File: src/rtl/aeba_pkg.sv
`timescale 1ns / 1ps
// Shared types, codes and helpers for the aligned extent block allocator.
package aeba_pkg;

	localparam int BLOCK_BITS = 32;
	localparam int REQ_W    = 2;
	localparam int STATUS_W = 2;
	localparam int CLASS_W  = 2;
	localparam int RUN_W    = 19;
	localparam int CFG_IDX_W  = 3;
	localparam int CFG_DATA_W = 40;

	localparam logic [REQ_W-1:0] REQ_ALLOC = 2'd0;
	localparam logic [REQ_W-1:0] REQ_FREE  = 2'd1;
	localparam logic [REQ_W-1:0] REQ_INIT  = 2'd2;

	localparam logic [STATUS_W-1:0] STAT_OK       = 2'd0;
	localparam logic [STATUS_W-1:0] STAT_NOSPACE  = 2'd1;
	localparam logic [STATUS_W-1:0] STAT_NOTFOUND = 2'd2;
	localparam logic [STATUS_W-1:0] STAT_FULL     = 2'd3;

	localparam logic [CLASS_W-1:0] CLASS_ONE   = 2'd0;
	localparam logic [CLASS_W-1:0] CLASS_SMALL = 2'd1;
	localparam logic [CLASS_W-1:0] CLASS_BIG   = 2'd2;

	localparam logic [CFG_IDX_W-1:0] CFG_REGION_START = 3'd0;
	localparam logic [CFG_IDX_W-1:0] CFG_REGION_END   = 3'd1;
	localparam logic [CFG_IDX_W-1:0] CFG_INIT_FREE    = 3'd2;
	localparam logic [CFG_IDX_W-1:0] CFG_USED_BYTES   = 3'd3;
	localparam logic [CFG_IDX_W-1:0] CFG_BLOCK_SHIFT  = 3'd4;

	// cell operations, applied relative to the cell holding the token (i)
	localparam logic [3:0] OP_NOP         = 4'd0;
	localparam logic [3:0] OP_WRITE       = 4'd1; // entry i = (a, b)
	localparam logic [3:0] OP_SET_HI      = 4'd2; // hi[i] = a
	localparam logic [3:0] OP_SET_LO      = 4'd3; // lo[i] = a
	localparam logic [3:0] OP_SET_LO_NEXT = 4'd4; // lo[i+1] = a
	localparam logic [3:0] OP_MERGE       = 4'd5; // hi[i] = hi[i+1], drop i+1
	localparam logic [3:0] OP_DEL         = 4'd6; // drop i
	localparam logic [3:0] OP_INS         = 4'd7; // insert (a, b) at i+1
	localparam logic [3:0] OP_SPLIT       = 4'd8; // hi[i] = a, insert (b, old hi[i])

	typedef struct packed {
		logic       start;
		logic       adv;
		logic       apply;
		logic [3:0] op;
	} cell_ctl_t;

	function automatic logic [RUN_W-1:0] run_size(input logic [CLASS_W-1:0] cls);
		logic [RUN_W-1:0] n;
		unique case (cls)
			CLASS_ONE:   n = 19'd1;
			CLASS_SMALL: n = 19'd512;
			CLASS_BIG:   n = 19'd262144;
			default:     n = '0;
		endcase
		return n;
	endfunction

endpackage

File: src/rtl/aeba_cell.sv
`timescale 1ns / 1ps
// One table entry of the range chain: holds a range, passes the scan token on.
module aeba_cell #(
	parameter int  BLOCK_BITS = 32,
	parameter bit  FIRST      = 1'b0
) (
	input  logic                     clk,
	input  logic                     arst_n,
	input  aeba_pkg::cell_ctl_t      ctl,
	input  logic [BLOCK_BITS-1:0]    a,
	input  logic [BLOCK_BITS-1:0]    b,
	input  logic                     l_tok,
	input  logic [BLOCK_BITS-1:0]    l_lo,
	input  logic [BLOCK_BITS-1:0]    l_hi,
	input  logic [BLOCK_BITS-1:0]    r_lo,
	input  logic [BLOCK_BITS-1:0]    r_hi,
	output logic                     tok,
	output logic [BLOCK_BITS-1:0]    lo,
	output logic [BLOCK_BITS-1:0]    hi,
	output logic [BLOCK_BITS-1:0]    v_lo,
	output logic [BLOCK_BITS-1:0]    v_hi,
	output logic [BLOCK_BITS-1:0]    v_nlo
);

	logic                  tok_q;
	logic                  seen_q;
	logic [BLOCK_BITS-1:0] lo_q;
	logic [BLOCK_BITS-1:0] hi_q;
	logic                  ahead;
	logic                  is_next;

	assign ahead   = !seen_q && !tok_q;
	assign is_next = ahead && l_tok;

	always_ff @(posedge clk or negedge arst_n) begin
		if (!arst_n) begin
			tok_q  <= 1'b0;
			seen_q <= 1'b0;
		end else if (ctl.start) begin
			tok_q  <= FIRST;
			seen_q <= 1'b0;
		end else if (ctl.adv) begin
			seen_q <= seen_q | tok_q;
			tok_q  <= l_tok;
		end
	end

	always_ff @(posedge clk) begin
		if (ctl.apply) begin
			unique case (ctl.op)
				aeba_pkg::OP_WRITE: begin
					if (tok_q) begin
						lo_q <= a;
						hi_q <= b;
					end
				end
				aeba_pkg::OP_SET_HI: begin
					if (tok_q) hi_q <= a;
				end
				aeba_pkg::OP_SET_LO: begin
					if (tok_q) lo_q <= a;
				end
				aeba_pkg::OP_SET_LO_NEXT: begin
					if (is_next) lo_q <= a;
				end
				aeba_pkg::OP_MERGE: begin
					if (tok_q) hi_q <= r_hi;
					if (ahead) begin
						lo_q <= r_lo;
						hi_q <= r_hi;
					end
				end
				aeba_pkg::OP_DEL: begin
					if (tok_q || ahead) begin
						lo_q <= r_lo;
						hi_q <= r_hi;
					end
				end
				aeba_pkg::OP_INS: begin
					if (is_next) begin
						lo_q <= a;
						hi_q <= b;
					end else if (ahead) begin
						lo_q <= l_lo;
						hi_q <= l_hi;
					end
				end
				aeba_pkg::OP_SPLIT: begin
					if (tok_q) hi_q <= a;
					if (is_next) begin
						lo_q <= b;
						hi_q <= l_hi;
					end else if (ahead) begin
						lo_q <= l_lo;
						hi_q <= l_hi;
					end
				end
				default: begin
				end
			endcase
		end
	end

	assign tok   = tok_q;
	assign lo    = lo_q;
	assign hi    = hi_q;
	assign v_lo  = tok_q ? lo_q : '0;
	assign v_hi  = tok_q ? hi_q : '0;
	assign v_nlo = tok_q ? r_lo : '0;

endmodule

File: config.mk
export PLATFORM = sky130hd
export DESIGN_NAME = aeba_cell
export DESIGN_NICKNAME = d
export VERILOG_FILES = /design/src/rtl/aeba_pkg.sv /design/src/rtl/aeba_cell.sv
export SDC_FILE = /design/constraint.sdc
export NUM_CORES = 1
export LEC_CHECK = 0
export BUFFER_PORTS_ARGS = -buffer_cell sky130_fd_sc_hd__buf_2
export CAP_MARGIN = 40
export CORE_AREA = 2 2 143 145
export DETAILED_ROUTE_END_ITERATION = 6
export DIE_AREA = 0 0 145 147
export SETUP_SLACK_MARGIN = 0.15
export SLEW_MARGIN = 20
export SYNTH_ARGS = -nofsm -noshare
export SYNTH_HDL_FRONTEND = slang
export SYNTH_SLANG_ARGS = --single-unit
File: constraint.sdc
create_clock -name clk -period 4.8 [get_ports clk]
set_input_delay 0.72 -clock clk [delete_from_list [all_inputs] [get_ports clk]]
set_output_delay 0.72 -clock clk [all_outputs]
set_load 0.005 [all_outputs]
Yosys cells after proc, flatten, opt, wreduce, memory -nomap -nowiden:

Index checks and enable logic that the tools add are counted.

* bits in registers: 66
* input port bits: 202
* output and inout port bits: 161
* logic and storage cells: 56

* eq/ne operators: 15
* muxes and demuxes: 25
* bitwise operators: 1
* reduce and logical (&&, ||, !) cells: 11

Operator list (count)
* $mux 32: 19
* $pmux 32 s6: 2
* $eq 4x3->1 const B: 4
* $reduce_and 6->1: 2
* $reduce_bool 6->1: 2
* $eq 4x2->1 const B: 2
* $ne 2x2->1 const B: 4
* $ne 3x3->1 const B: 2
* $eq 4x1->1 const B: 1
* $eq 4x4->1 const B: 1
* $mux 1: 4
* $logic_and 1x1->1: 2
* $logic_not 1->1: 2
* $ne 2x1->1 const B: 1
* $reduce_bool 2->1: 1
* $reduce_or 2->1: 1
* $logic_or 1x1->1: 1
* $or 1x1->1: 1

Logic depth before layout (Yosys ltp):

* word-level depth: 5
* depth in mapped cells: 7
* gate-level depth less buffers: 4

Worst setup path after synthesis:

Ideal clock, no wire load.

* path kind: in2reg
* from: in ctl[2] (netlist name)
* to: reg lo_q[0], in the netlist lo[0] (enable)
* library setup time: 0.480 ns
* arrival: 3.871 ns
* data required time: 4.320 ns
* slack: 0.449 ns
* stages on the path: 5
* path buffers: 1
* cells stage by stage: buf_2 > inv_1 > nor3_1 > o32a_1 > a311oi_1

* word-level cells in the longest chain between the ends: 4
* elaborated cells on any way between the ends: 14
* classes of those cells: 11 x eq/ne; 3 x reduce/logical

Ends and longest elaborated chain
* from (decl): RTL line aeba_cell.sv:9 `input aeba_pkg::cell_ctl_t ctl,`
* $eq 4x2->1 or $eq 4x1->1 (tied branches): RTL line aeba_cell.sv:50 `unique case (ctl.op)`
* $reduce_or 2->1 (no source line)
* $reduce_bool 6->1 (no source line) or $ne 2x1->1 (tied branches)
* $reduce_and 6->1 (no source line) (*)
* to (signal assigned): RTL line aeba_cell.sv:69 `lo_q <= r_lo;`
* to (signal assigned): RTL line aeba_cell.sv:75 `lo_q <= r_lo;`
* to (signal assigned): RTL line aeba_cell.sv:84 `lo_q <= l_lo;`
* to (decl): RTL line aeba_cell.sv:27 `logic [BLOCK_BITS-1:0] lo_q;`

Every way passes the cells marked *; elsewhere a longest branch is shown, timed or not.
A chain may end at the register's enable or synchronous reset.

Worst setup path in the final report:

* from: reg tok_q, in the netlist tok
* to: out v_hi[20]

* word-level cells in the longest chain between the ends: 1

Ends and longest elaborated chain
* from (decl): RTL line aeba_cell.sv:25 `logic tok_q;`
* from (signal assigned): RTL line aeba_cell.sv:44 `tok_q <= l_tok;`
* $mux 32: RTL line aeba_cell.sv:108 `assign v_hi = tok_q ? hi_q : '0;`
* to (decl): RTL line aeba_cell.sv:21 `output logic [BLOCK_BITS-1:0] v_hi,`

Every way passes these cells.

==> flow_summary_export.csv <==
group,metric,value,unit
layout,area_growth,42.0,%
sta,worst_pin_slew,835,ps
logic_synthesis,synth_top_area_cell,"edfxtp_1",
die,fp.dieH,147,um
die,io_pins,363,
clocking,cts_buffers,9,
clocking,clkTransAtPathRegs,60,ps
logic_synthesis,ys_ff_latch,66,
setup_path,start_kind,"register",
layout,drive_above_1_share,50.0,%
global_route,grt_max_degree,72,
sta,finalHoldViolations,0,
setup_path,worstReg2RegStart,"tok",
power,powerDensity,228,nW/um2
setup_path,critPathTopFamily,"flip-flops",
logic_synthesis,synth_area_leaders,"edfxtp_1 34%, and2_1 11%, a22oi_1 8.9%",
setup_path,end_kind,"output pin",
die,start_util,28.5,%
die,die-area,21300,um2
setup_path,critPathKind,"register to output pin",
layout,fin_nets,1105,
clocking,htreeDepth,3,
logic_synthesis,synth_cell_types,48,
logic_synthesis,netlist_instances,574,
sta,finalSetupViolCount,0,
sta,rsz0062_at_grt,"false",
setup_path,slowest_delay,870,ps
global_route,grt_pass1_wl,35300,um
detailed_routing,route.detailed.drc,0,
setup_path,arrival,2380,ps
setup_path,cp.required,4080,ps
setup_path,worstPathCellList,"buf_4 -> and2_1 -> buf_2",
setup_path,worstSetupPathDepth,3,
power,power_leakage,3.56,nW
clocking,cts_buffer_depth,2,
detailed_routing,routed_wl,24100,um
setup_path,worstSetupEndpoint,"v_hi[20]",
power,total_power,0.00183,W
sta,slew_headroom,42.9,%
hold_path,hold_path_class,"primary input to asynchronous set/reset pin",
sta,tns,0,ps
clocking,clock_latency,340,ps
sta,finalMaxSlewViolations,0,
logic_synthesis,postSynthNetCount,776,
setup_path,cp_num_buf_inv,2,
sta,fmax,322,MHz
status,status,"finished clean",
clocking,post_cts_resized,0,
detailed_routing,viasPerCell,5.25,
setup_path,crit_fanout,71,
clocking,cts_tree,"yes",
layout,postLayoutCellArea,8030,um2
logic_synthesis,synth.cell_area,5660,um2
setup_path,startpoint,"tok",
layout,final_common_cell,"buf_2",
placed_design,portBuffers,362,
sta,fin_crit,3100,ps
global_route,grt_pass1_vias,5828,
global_route,groute.usage.overall,21.4,%
clocking,cts.sinks,66,
layout,final_cell_mix,"362 x buf_2, 96 x and2_1, 67 x a22oi_1, 64 x edfxtp_1, 38 x nand2_1",
setup_path,r2r_end,"hi[0]",
detailed_routing,drt_iter0_markers,380,
sta,clock_skew,9.36,ps
clocking,postCtsSetupBuffers,0,
placed_design,dpl.hpwl,17700,um
logic_synthesis,yosysSeqAreaShare,34.9,%
layout,antenna_cells,0,
detailed_routing,num_vias,6186,
detailed_routing,drtPass1Iterations,6,
sta,finalWorstSetupSlack,1700,ps
detailed_routing,ant_nets,0,
detailed_routing,wl_per_cell,20.5,um
global_route,grt_overflow,0,
die,rows,52,
placed_design,place_ws,1660,ps
logic_synthesis,yosys_warnings,0,
clocking,cts_root_buf,"clkbuf_16",
power,ir_worst_vdd,0.147,mV
logic_synthesis,synth.top_cell.area_share,34.0,%
job,drv_cap,0,
logic_synthesis,avgSynthCellArea,9.85,um2
placed_design,routabilityCongestion,0.874,
placed_design,placed_area,7700,um2
clocking,postCtsHoldBufs,0,
global_route,antenna_found_initial,1,
setup_path,reg2reg_depth,5,
die,die_w,145,um
setup_path,critical_path.slowest_cell,"dfrtp_4",
setup_path,r2r_slack,2170,ps
sta,finalCritPeriodShare,64.7,%
die,fp.coreArea,19800,um2
==> kinds of logic (layout without fill, tap and decap cells) <==
group           after synthesis  after routing  share of synthesized area, %
compound gates              218            218                          34.9
simple gates                162            162                          16.4
buf+inv                      95            429                          7.99
flops                        66             66                          34.9
mux                          33             33                          5.84
==> where the power goes <==
group,internal (W),switching (W)
combinational,0.000231,0.000266
sequential,0.000680,0.0000346
clock,0.000363,0.000253
total,0.00127,0.000554
==> metrics by stage <==
| stage | cells | hold slack [ps] | util, % |
|---|---|---|---|
| 2_1_floorplan | 574 | 424 | - |
| 3_3_place_gp | 1156 | 506 | 38.5 |
| 3_5_place_dp | 1159 | 507 | 38.8 |
| 4_1_cts | 1175 | 135 | 40.2 |
| 5_1_grt | 1178 | 136 | 40.5 |
| 6_report | 1178 | 153 | 40.5 |
==> layer usage <==
layer  vias up  share of wire (%)  global-route usage [%]
li1       2872                  -                       -
met1      2918                 41                    27.9
met2       365                 49                    36.0
met3        29                7.7                    4.47
met4         2                1.8                    6.24
met5         -              0.054                       0
==> synth_stat cells (all sizes together) <==
cell type	number
nor2	11
nor3	2
edfxtp	64
a22o	1
or3	1
a221oi	7
a21o	1
or3b	1
a21oi	7
nand2b	3
dfrtp	2
and4b	1
o211ai	15
a2111oi	1
inv	36
o21bai	1
buf	34
nand2	38
a22oi	87
and2b	1
nand4b	1
a221o	32
nor2b	3
nor4b	1
o2111ai	1
or4b	2
clkbuf	25
o22ai	1
a211oi	1
o21ai	33
o21a	1
o32a	1
or2	1
o41ai	1
mux2i	33
and2	96
a31oi	1
o221ai	25
a311oi	1
==> state kept, by name (all words and copies together), names as in the netlist <==
name,count
seen_q,1
hi,32
lo,32
tok,1
==> area by class of cell <==
class                      count  area, um2
clock buffer                  13        250
clock inverter                 3       17.5
fill                        1993      11800
inverter                      36        135
multi-input combinational    413       3300
sequential                    66       1980
tap                          270        338
timing repair buffer         377       2020
==> worst min path at each step <==
stage	end	slack, ps	depth (start not counted)
2_1_floorplan	seen_q	420	0
3_3_place_gp	seen_q	510	1
3_5_place_dp	seen_q	510	1
4_1_cts	tok	140	1
5_1_grt	tok	140	1
6_report	seen_q	150	1
Power figures use the tool's default switching activity.
